File: src/hw/rtl/bcb_pkg.sv
// shared types, constants and helpers of the block comment blanker
package bcb_pkg;

  localparam int MAX_MARKER = 4;
  // markers are packed into 32 bits, so no more than four characters are ever compared
  localparam int WIN_DEPTH  = (MAX_MARKER < 4) ? MAX_MARKER : 4;
  localparam int CNT_W      = $clog2(WIN_DEPTH + 1);
  localparam int LEN_W      = 3;
  localparam int IDX_W      = 3;
  localparam int DATA_W     = 32;

  localparam logic [31:0]      OPEN_MARKER_RST  = 32'd10799;
  localparam logic [LEN_W-1:0] OPEN_LENGTH_RST  = 3'd2;
  localparam logic [31:0]      CLOSE_MARKER_RST = 32'd12074;
  localparam logic [LEN_W-1:0] CLOSE_LENGTH_RST = 3'd2;
  localparam logic [7:0]       FILL_BYTE_RST    = 8'd32;

  typedef enum logic [IDX_W-1:0] {
    CFG_OPEN_MARKER  = 3'd0,
    CFG_OPEN_LENGTH  = 3'd1,
    CFG_CLOSE_MARKER = 3'd2,
    CFG_CLOSE_LENGTH = 3'd3,
    CFG_FILL_BYTE    = 3'd4
  } cfg_idx_e;

  typedef struct packed {
    logic [7:0] text_byte;
    logic       text_last;
  } in_item_t;

  typedef struct packed {
    logic [7:0] out_byte;
    logic       out_last;
  } out_item_t;

  typedef struct packed {
    logic [31:0]      open_marker;
    logic [LEN_W-1:0] open_length;
    logic [31:0]      close_marker;
    logic [LEN_W-1:0] close_length;
    logic [7:0]       fill_byte;
  } cfg_t;

  // clamp a length register into 1..WIN_DEPTH
  function automatic logic [CNT_W-1:0] eff_len(input logic [LEN_W-1:0] v);
    logic [LEN_W-1:0] n;
    n = v;
    if (n == '0) n = LEN_W'(1);
    if (n > LEN_W'(WIN_DEPTH)) n = LEN_W'(WIN_DEPTH);
    return CNT_W'(n);
  endfunction

endpackage

File: src/hw/rtl/bcb_front.sv
// front end: accepts text items into a two-entry queue ahead of the scanner
module bcb_front (
  input  logic              clk_i,
  input  logic              rst_ni,
  input  logic              push,
  output logic              full,
  input  bcb_pkg::in_item_t text_i,
  output logic              valid_o,
  output bcb_pkg::in_item_t head_o,
  input  logic              take_i
);
  import bcb_pkg::*;

  in_item_t   mem_q [2];
  logic       wr_q, rd_q;
  logic [1:0] cnt_q;
  logic       do_push, do_pop;

  assign full    = (cnt_q == 2'd2);
  assign valid_o = (cnt_q != 2'd0);
  assign head_o  = mem_q[rd_q];
  assign do_push = push && !full;
  assign do_pop  = take_i && valid_o;

  always_ff @(posedge clk_i) begin
    if (do_push) begin
      mem_q[wr_q] <= text_i;
    end
  end

  always_ff @(posedge clk_i or negedge rst_ni) begin
    if (!rst_ni) begin
      wr_q  <= 1'b0;
      rd_q  <= 1'b0;
      cnt_q <= 2'd0;
    end else begin
      if (do_push) wr_q <= ~wr_q;
      if (do_pop) rd_q <= ~rd_q;
      cnt_q <= cnt_q + {1'b0, do_push} - {1'b0, do_pop};
    end
  end

endmodule

File: src/hw/rtl/bcb_outq.sv
// result queue: two entries between the scanner and the consumer
module bcb_outq (
  input  logic               clk_i,
  input  logic               rst_ni,
  input  logic               push_i,
  input  bcb_pkg::out_item_t item_i,
  output logic               space_o,
  output logic               empty,
  input  logic               pop,
  output bcb_pkg::out_item_t result_o
);
  import bcb_pkg::*;

  out_item_t  mem_q [2];
  logic       wr_q, rd_q;
  logic [1:0] cnt_q;
  logic       do_push, do_pop;

  assign space_o  = (cnt_q != 2'd2);
  assign empty    = (cnt_q == 2'd0);
  assign result_o = mem_q[rd_q];
  assign do_push  = push_i && space_o;
  assign do_pop   = pop && !empty;

  always_ff @(posedge clk_i) begin
    if (do_push) begin
      mem_q[wr_q] <= item_i;
    end
  end

  always_ff @(posedge clk_i or negedge rst_ni) begin
    if (!rst_ni) begin
      wr_q  <= 1'b0;
      rd_q  <= 1'b0;
      cnt_q <= 2'd0;
    end else begin
      if (do_push) wr_q <= ~wr_q;
      if (do_pop) rd_q <= ~rd_q;
      cnt_q <= cnt_q + {1'b0, do_push} - {1'b0, do_pop};
    end
  end

endmodule

File: src/hw/rtl/bcb_back.sv
// back end: lookahead window, marker matching and blanking, one result per cycle while the result queue has space
module bcb_back (
  input  logic               clk_i,
  input  logic               rst_ni,
  input  bcb_pkg::cfg_t      cfg_i,
  input  logic               in_valid_i,
  input  bcb_pkg::in_item_t  in_item_i,
  output logic               in_take_o,
  input  logic               out_space_i,
  output logic               out_push_o,
  output bcb_pkg::out_item_t out_item_o
);
  import bcb_pkg::*;

  logic [7:0]       win_q [WIN_DEPTH];
  logic [7:0]       win_d [WIN_DEPTH];
  logic [7:0]       cand  [WIN_DEPTH];
  logic [CNT_W-1:0] cnt_q, cnt_d, cand_cnt;
  logic             inside_q, inside_d;
  logic [CNT_W-1:0] crem_q, crem_d;
  logic             flush_q, flush_d, cand_flush;
  logic             drain_q, drain_d, cand_drain;

  logic [CNT_W-1:0] ol, cl, need;
  logic             open_hit, close_hit, ins1, emit, emit_last;

  assign ol   = eff_len(cfg_i.open_length);
  assign cl   = eff_len(cfg_i.close_length);
  assign need = (ol > cl) ? ol : cl;

  // a new byte joins only while no flush or drain is pending and the window has room
  assign in_take_o = in_valid_i && !flush_q && !drain_q && (cnt_q < CNT_W'(WIN_DEPTH));

  always_comb begin
    for (int i = 0; i < WIN_DEPTH; i++) begin
      cand[i] = (in_take_o && (CNT_W'(i) == cnt_q)) ? in_item_i.text_byte : win_q[i];
    end
    cand_cnt   = cnt_q + CNT_W'(in_take_o);
    cand_flush = flush_q || (in_take_o && in_item_i.text_last);
    // bytes leave in answer to a taken item, and a pending drain carries on without a new one
    cand_drain = drain_q || (in_take_o && !in_item_i.text_last);
  end

  // marker compares at the head of the window
  always_comb begin
    open_hit  = (ol <= cand_cnt);
    close_hit = (cl <= cand_cnt);
    for (int i = 0; i < WIN_DEPTH; i++) begin
      if ((CNT_W'(i) < ol) && (cand[i] != cfg_i.open_marker[8*i +: 8])) open_hit = 1'b0;
      if ((CNT_W'(i) < cl) && (cand[i] != cfg_i.close_marker[8*i +: 8])) close_hit = 1'b0;
    end
  end

  assign emit       = (cand_cnt != '0) && (cand_flush || (cand_drain && (cand_cnt >= need)))
                      && out_space_i;
  assign emit_last  = emit && cand_flush && (cand_cnt == CNT_W'(1));
  assign out_push_o = emit;

  always_comb begin
    inside_d            = inside_q;
    crem_d              = crem_q;
    ins1                = inside_q || open_hit;
    out_item_o.out_byte = cand[0];
    out_item_o.out_last = emit_last;
    if (crem_q != '0) begin
      out_item_o.out_byte = cfg_i.fill_byte;
      crem_d              = crem_q - CNT_W'(1);
    end else if (ins1) begin
      out_item_o.out_byte = cfg_i.fill_byte;
      if (close_hit) begin
        inside_d = 1'b0;
        crem_d   = cl - CNT_W'(1);
      end else begin
        inside_d = 1'b1;
      end
    end

    for (int i = 0; i < WIN_DEPTH; i++) win_d[i] = cand[i];
    cnt_d   = cand_cnt;
    flush_d = cand_flush;
    if (emit) begin
      for (int i = 0; i < WIN_DEPTH - 1; i++) win_d[i] = cand[i+1];
      cnt_d = cand_cnt - CNT_W'(1);
    end else begin
      inside_d = inside_q;
      crem_d   = crem_q;
    end
    drain_d = cand_drain && (cnt_d >= need);
    // end of text returns the scanner to its idle state
    if (emit_last) begin
      inside_d = 1'b0;
      crem_d   = '0;
      flush_d  = 1'b0;
      drain_d  = 1'b0;
    end
  end

  always_ff @(posedge clk_i) begin
    for (int i = 0; i < WIN_DEPTH; i++) win_q[i] <= win_d[i];
  end

  always_ff @(posedge clk_i or negedge rst_ni) begin
    if (!rst_ni) begin
      cnt_q    <= '0;
      inside_q <= 1'b0;
      crem_q   <= '0;
      flush_q  <= 1'b0;
      drain_q  <= 1'b0;
    end else begin
      cnt_q    <= cnt_d;
      inside_q <= inside_d;
      crem_q   <= crem_d;
      flush_q  <= flush_d;
      drain_q  <= drain_d;
    end
  end

  a_cnt_bound: assert property (@(posedge clk_i) disable iff (!rst_ni)
    cnt_q <= CNT_W'(WIN_DEPTH))
    else $error("window count above depth");

  a_crem_outside: assert property (@(posedge clk_i) disable iff (!rst_ni)
    (crem_q != '0) |-> !inside_q)
    else $error("closing marker tail while still inside comment");

  a_flush_held: assert property (@(posedge clk_i) disable iff (!rst_ni)
    flush_q |-> (cnt_q != '0))
    else $error("flush pending with empty window");

  a_last_clears: assert property (@(posedge clk_i) disable iff (!rst_ni)
    emit_last |=> (cnt_q == '0) && !flush_q && !inside_q && (crem_q == '0))
    else $error("state not cleared after final item");

endmodule

File: src/hw/rtl/block_comment_blanker_core.sv
// top level: configuration registers, front queue, scanner and result queue
// path: a pushed byte is registered in the front queue, passes the scanner and is registered
//   in the result queue, once the lookahead window holds the longer marker's length of bytes (or the last item came)
// throughput: one item per cycle while the result queue has space; a last item drains the window,
//   one result per cycle for each byte it holds (up to four), and meanwhile no new byte enters the scanner
// reset: asynchronous, active low; queues and scanner state clear, registers take defaults
module block_comment_blanker_core (
  input  logic                          clk_i,
  input  logic                          rst_ni,
  input  logic                          push,
  output logic                          full,
  input  bcb_pkg::in_item_t             text_i,
  output logic                          empty,
  input  logic                          pop,
  output bcb_pkg::out_item_t            result_o,
  input  logic                          cfg_valid_i,
  output logic                          cfg_ready_o,
  input  logic [bcb_pkg::IDX_W-1:0]     cfg_index_i,
  input  logic [bcb_pkg::DATA_W-1:0]    cfg_data_i
);
  import bcb_pkg::*;

  cfg_t      cfg_q;
  logic      q_valid, q_take, out_space, out_push;
  in_item_t  q_head;
  out_item_t out_item;

  assign cfg_ready_o = 1'b1;

  always_ff @(posedge clk_i or negedge rst_ni) begin
    if (!rst_ni) begin
      cfg_q.open_marker  <= OPEN_MARKER_RST;
      cfg_q.open_length  <= OPEN_LENGTH_RST;
      cfg_q.close_marker <= CLOSE_MARKER_RST;
      cfg_q.close_length <= CLOSE_LENGTH_RST;
      cfg_q.fill_byte    <= FILL_BYTE_RST;
    end else if (cfg_valid_i && cfg_ready_o) begin
      case (cfg_idx_e'(cfg_index_i))
        CFG_OPEN_MARKER:  cfg_q.open_marker  <= cfg_data_i[31:0];
        CFG_OPEN_LENGTH:  cfg_q.open_length  <= cfg_data_i[LEN_W-1:0];
        CFG_CLOSE_MARKER: cfg_q.close_marker <= cfg_data_i[31:0];
        CFG_CLOSE_LENGTH: cfg_q.close_length <= cfg_data_i[LEN_W-1:0];
        CFG_FILL_BYTE:    cfg_q.fill_byte    <= cfg_data_i[7:0];
        default: ;
      endcase
    end
  end

  bcb_front u_front (
    .clk_i   (clk_i),
    .rst_ni  (rst_ni),
    .push    (push),
    .full    (full),
    .text_i  (text_i),
    .valid_o (q_valid),
    .head_o  (q_head),
    .take_i  (q_take)
  );

  bcb_back u_back (
    .clk_i       (clk_i),
    .rst_ni      (rst_ni),
    .cfg_i       (cfg_q),
    .in_valid_i  (q_valid),
    .in_item_i   (q_head),
    .in_take_o   (q_take),
    .out_space_i (out_space),
    .out_push_o  (out_push),
    .out_item_o  (out_item)
  );

  bcb_outq u_outq (
    .clk_i    (clk_i),
    .rst_ni   (rst_ni),
    .push_i   (out_push),
    .item_i   (out_item),
    .space_o  (out_space),
    .empty    (empty),
    .pop      (pop),
    .result_o (result_o)
  );

endmodule

File: config.mk
export PLATFORM = sky130hd
export DESIGN_NAME = block_comment_blanker_core
export DESIGN_NICKNAME = d
export VERILOG_FILES = /design/src/hw/rtl/bcb_pkg.sv /design/src/hw/rtl/bcb_front.sv /design/src/hw/rtl/bcb_outq.sv /design/src/hw/rtl/bcb_back.sv /design/src/hw/rtl/block_comment_blanker_core.sv
export SDC_FILE = /design/constraint.sdc
export NUM_CORES = 1
export LEC_CHECK = 0
export BUFFER_PORTS_ARGS = -buffer_cell sky130_fd_sc_hd__buf_2
export CAP_MARGIN = 20
export CORE_MARGIN = 2
export CORE_UTILIZATION = 40
export DETAILED_ROUTE_END_ITERATION = 10
export PLACE_DENSITY_LB_ADDON = 0.15
export SKIP_CTS_REPAIR_TIMING = 1
export SYNTH_ARGS = -nofsm -noshare
export SYNTH_HDL_FRONTEND = slang
export SYNTH_SLANG_ARGS = --single-unit
File: constraint.sdc
create_clock -name clk_i -period 4.05 [get_ports clk_i]
set_input_delay 0.6075 -clock clk_i [delete_from_list [all_inputs] [get_ports clk_i]]
set_output_delay 0.6075 -clock clk_i [all_outputs]
set_load 0.02 [all_outputs]
==> results.tsv <==
stage	metric	value	unit
yosys	synthesized flop and latch total	163	
floorplanning	die area	0.02306	mm^2
placed_design	Detail Placement HPWL	17550	um
final_layout	Nets	974	
yosys	net count after synthesis	884	
final_layout	leading cell type in the layout, fill and taps excluded	mux2_2	
pwr	Seq pwr share	32.3	%
flow_run	Max Cap Viol	0	
floorplanning	cell row count	54	
yosys	Post-synth EDFFs	36	
yosys	mean post-synth cell area	10.78	um^2
timing	Worst Tran Pin Value	0.8241	ns
status	status	completed	
final_layout	layout cells sized above 1	28.56	%
placed_design	gpl congestion	0.8897	
drt	drt wl/cell	19.75	um
yosys	Post-Syn Area	0.008746	mm^2
global_route	pin count of the biggest net entering global routing	52	
drt	Vias	6590	
timing	final setup violation count	0	
yosys	largest family of logic cells by synthesized area	multiplexers	
timing	Final min period	3.773	ns
pwr	Net Sw Frac	41.77	%
global_route	vias in the first global route	6565	
setup_path	Worst Path Required	4.23	ns
clock_tree	CTS root buf	clkbuf_16	
drt	Antenna Nets Post-Route	0	
clock_tree	Clock transition at path regs	0.07	ns
yosys	Synth Area in Simple Gates	7.940	%
drt	Avg Vias per Cell	5.519	
drt	drt first pass iters	5	
timing	Max Clk Rate	0.2651	GHz
clock_tree	CTS max path bufs	2	
yosys	post-synthesis adder-cell area fraction	3.548	%
floorplanning	Die Span Y	151.9	um
clock_tree	deepest level of the CTS H-tree	4	
yosys	synthesized instance count	811	
yosys	multiplexer share of the synthesized area	14.55	%
pwr	LEAKAGE	0.004105	uW
yosys	Synth Area in XOR/XNOR	8.312	%
floorplanning	Die X	151.9	um
placed_design	count of port buffers added during placement	59	
global_route	initial antenna violation count	0	
final_layout	ant diodes	0	
placed_design	Post-Place Setup Slack	0.1216	ns
pwr	P per Cell Area	875.4	mW/mm^2
pwr	maximum VDD drop	0.0003395	V
clock_tree	CTS Sinks	163	
clock_tree	clock latency on the worst-skew pair	0.44	ns
pwr	share of power burned in combinational logic	49.2	%
setup_path	crit path launch type	flip-flop	
timing	RSZ-0062 raised after global routing	true	
yosys	Synth Area in Compound Gates	14.38	%
timing	Final Max Tran Viols	0	
timing	post-layout worst setup margin	0.2773	ns
drt	WL final	23580	um
global_route	global-route wire length before repair	37950	um
floorplanning	Initial Util	40.45	%
clock_tree	CTS Buf Count	17	
timing	final count of hold timing violations	0	
floorplanning	CORE AREA	0.02162	mm^2
drt	DRC violations left	0	
setup_path	Setup crit end kind	flip-flop	
worst_hold_path	HP Class	input port to asynchronous set/reset pin	
pwr	Power, Total	8949	uW
pwr	Sw Pwr	3738	uW
final_layout	synth-to-layout area growth	16.88	%
yosys	sequential share of the synthesized area	47.14	%
setup_path	WP data arrival	3.95	ns
timing	Fin Clk Skew	0.01166	ns
floorplanning	num ports	61	
yosys	Yosys warnings	0	
setup_path	worst-path maximum fanout	3	
pwr	P_int	5211	uW
yosys	fraction of registers with async set or reset after synthesis	58.28	%
yosys	most common flop cell mapped by yosys	dfrtp_1	
timing	slew margin rel.	44.86	%
global_route	grt ovf	0	
timing	period utilization	93.15	%
pwr	clock power share	18.5	%
setup_path	critical path class	flip-flop to flip-flop	
final_layout	most frequent cells in the layout	88 x mux2_2, 76 x dfrtp_1, 65 x xnor2_1	
clock_tree	CTS tree	built	
global_route	Total GRT Usage	21.06	%
yosys	Netlist cell types	66	
drt	Iteration-0 DRC Markers	458	
==> path summary, 6_finish.rpt <==
check | from | end | slack, ns | depth (start not counted)
worst max-delay path | u_back.flush_q$_DFF_PN0_ | u_outq.mem_q[0][4]$_DFFE_PP_ | 0.28 | 14
worst min-delay path | rst_ni | u_front.wr_q$_DFFE_PN0P_ | 0.24 | 1
worst max register to register | u_back.flush_q$_DFF_PN0_ | u_outq.mem_q[0][4]$_DFFE_PP_ | 0.28 | 14
worst min register to register | u_front.wr_q$_DFFE_PN0P_ | u_front.wr_q$_DFFE_PN0P_ | 0.49 | 1
max in group asynchronous | rst_ni | cfg_q[19]$_DFFE_PN1P_ | 2.93 | 2
min in group clk_i | text_i[0] | u_front.mem_q[1][0]$_DFFE_PP_ | 0.36 | 1
==> logic make-up after synthesis <==
kind of cell / count (synthesis)
simple gates: 140
flops: 163
compound gates: 198
fa+ha+maj: 25
buf+inv: 87
other cells: 1
mux: 114
xor+xnor: 83
==> critical path, stage by stage (launching register included) <==
cell	delay, ns
dfrtp_1	0.40
or2_1	0.26
nor3_2	0.21
ha_1	0.18
ha_1	0.17
xor2_1	0.20
inv_1	0.12
ha_1	0.31
o21ai_0	0.21
o22ai_1	0.12
nor4_2	0.28
o2111ai_2	0.21
o41ai_4	0.33
or2_1	0.18
mux2_1	0.35
==> synthesized netlist by cell type (all sizes together) (20+ instances only) <==
master	number	area (um^2)
mux2	89	1002
dfrtp	76	1902
xnor2	65	569.3
inv	53	198.9
o21ai	52	260.3
a21oi	47	235.2
nand2	44	165.2
o22ai	41	256.5
edfxtp	36	1081
dfxtp	32	640.6
nor2	27	101.4
mux2i	25	270.3
ha	24	300.3
clkbuf	20	75.07
==> power by group through the flow <==
stage	Sequential, uW	Combinational [uW]	Clock, uW
after detailed placement	2920	4300	0
after global routing	2960	4900	1750
after global placement	2900	4260	0
after floorplan	2720	3150	0
final	2890	4410	1650
after CTS	2890	4310	1680
==> flip-flops by register name, summed over array words and instances, names as in the netlist, 2 cells and up <==
| register | count |
|---|---|
| u_outq.cnt_q | 2 |
| u_front.mem_q | 18 |
| u_back.cnt_q | 3 |
| u_outq.mem_q | 18 |
| u_back.crem_q | 3 |
| cfg_q | 78 |
| u_front.cnt_q | 2 |
| u_back.win_q | 32 |
==> per-layer routing <==
metal,share of wire [%],track usage [%]
met1,46,28.86
met2,48,34.51
met3,3.7,3.679
met4,1.7,5.874
met5,0,0
==> through the flow <==
stage	cell area, um^2	hold slack, ns	std cells	util, %	setup TNS (ns)
final	10220	0.2449	1194	47.28	0
after floorplan	8750	0.3119	811	-	0
after CTS	10170	0.2672	1189	47.02	0
after global placement	9572	0.4707	1157	44.27	0
after global routing	10220	0.2865	1194	47.28	-0.03812
after detailed placement	9572	0.4822	1157	44.27	0
==> area by class of cell <==
cell class	count	area, um^2
repair inverters	1	5.005
clock inverters	15	168.9
well taps	280	350.3
inverters	53	202.7
flip-flops and latches	163	4123
fillers	2089	11400
repair buffers	104	645.6
clock buffers	17	425.4
multi-input cells	561	4302
No activity file was read; power rests on OpenSTA's default activity.
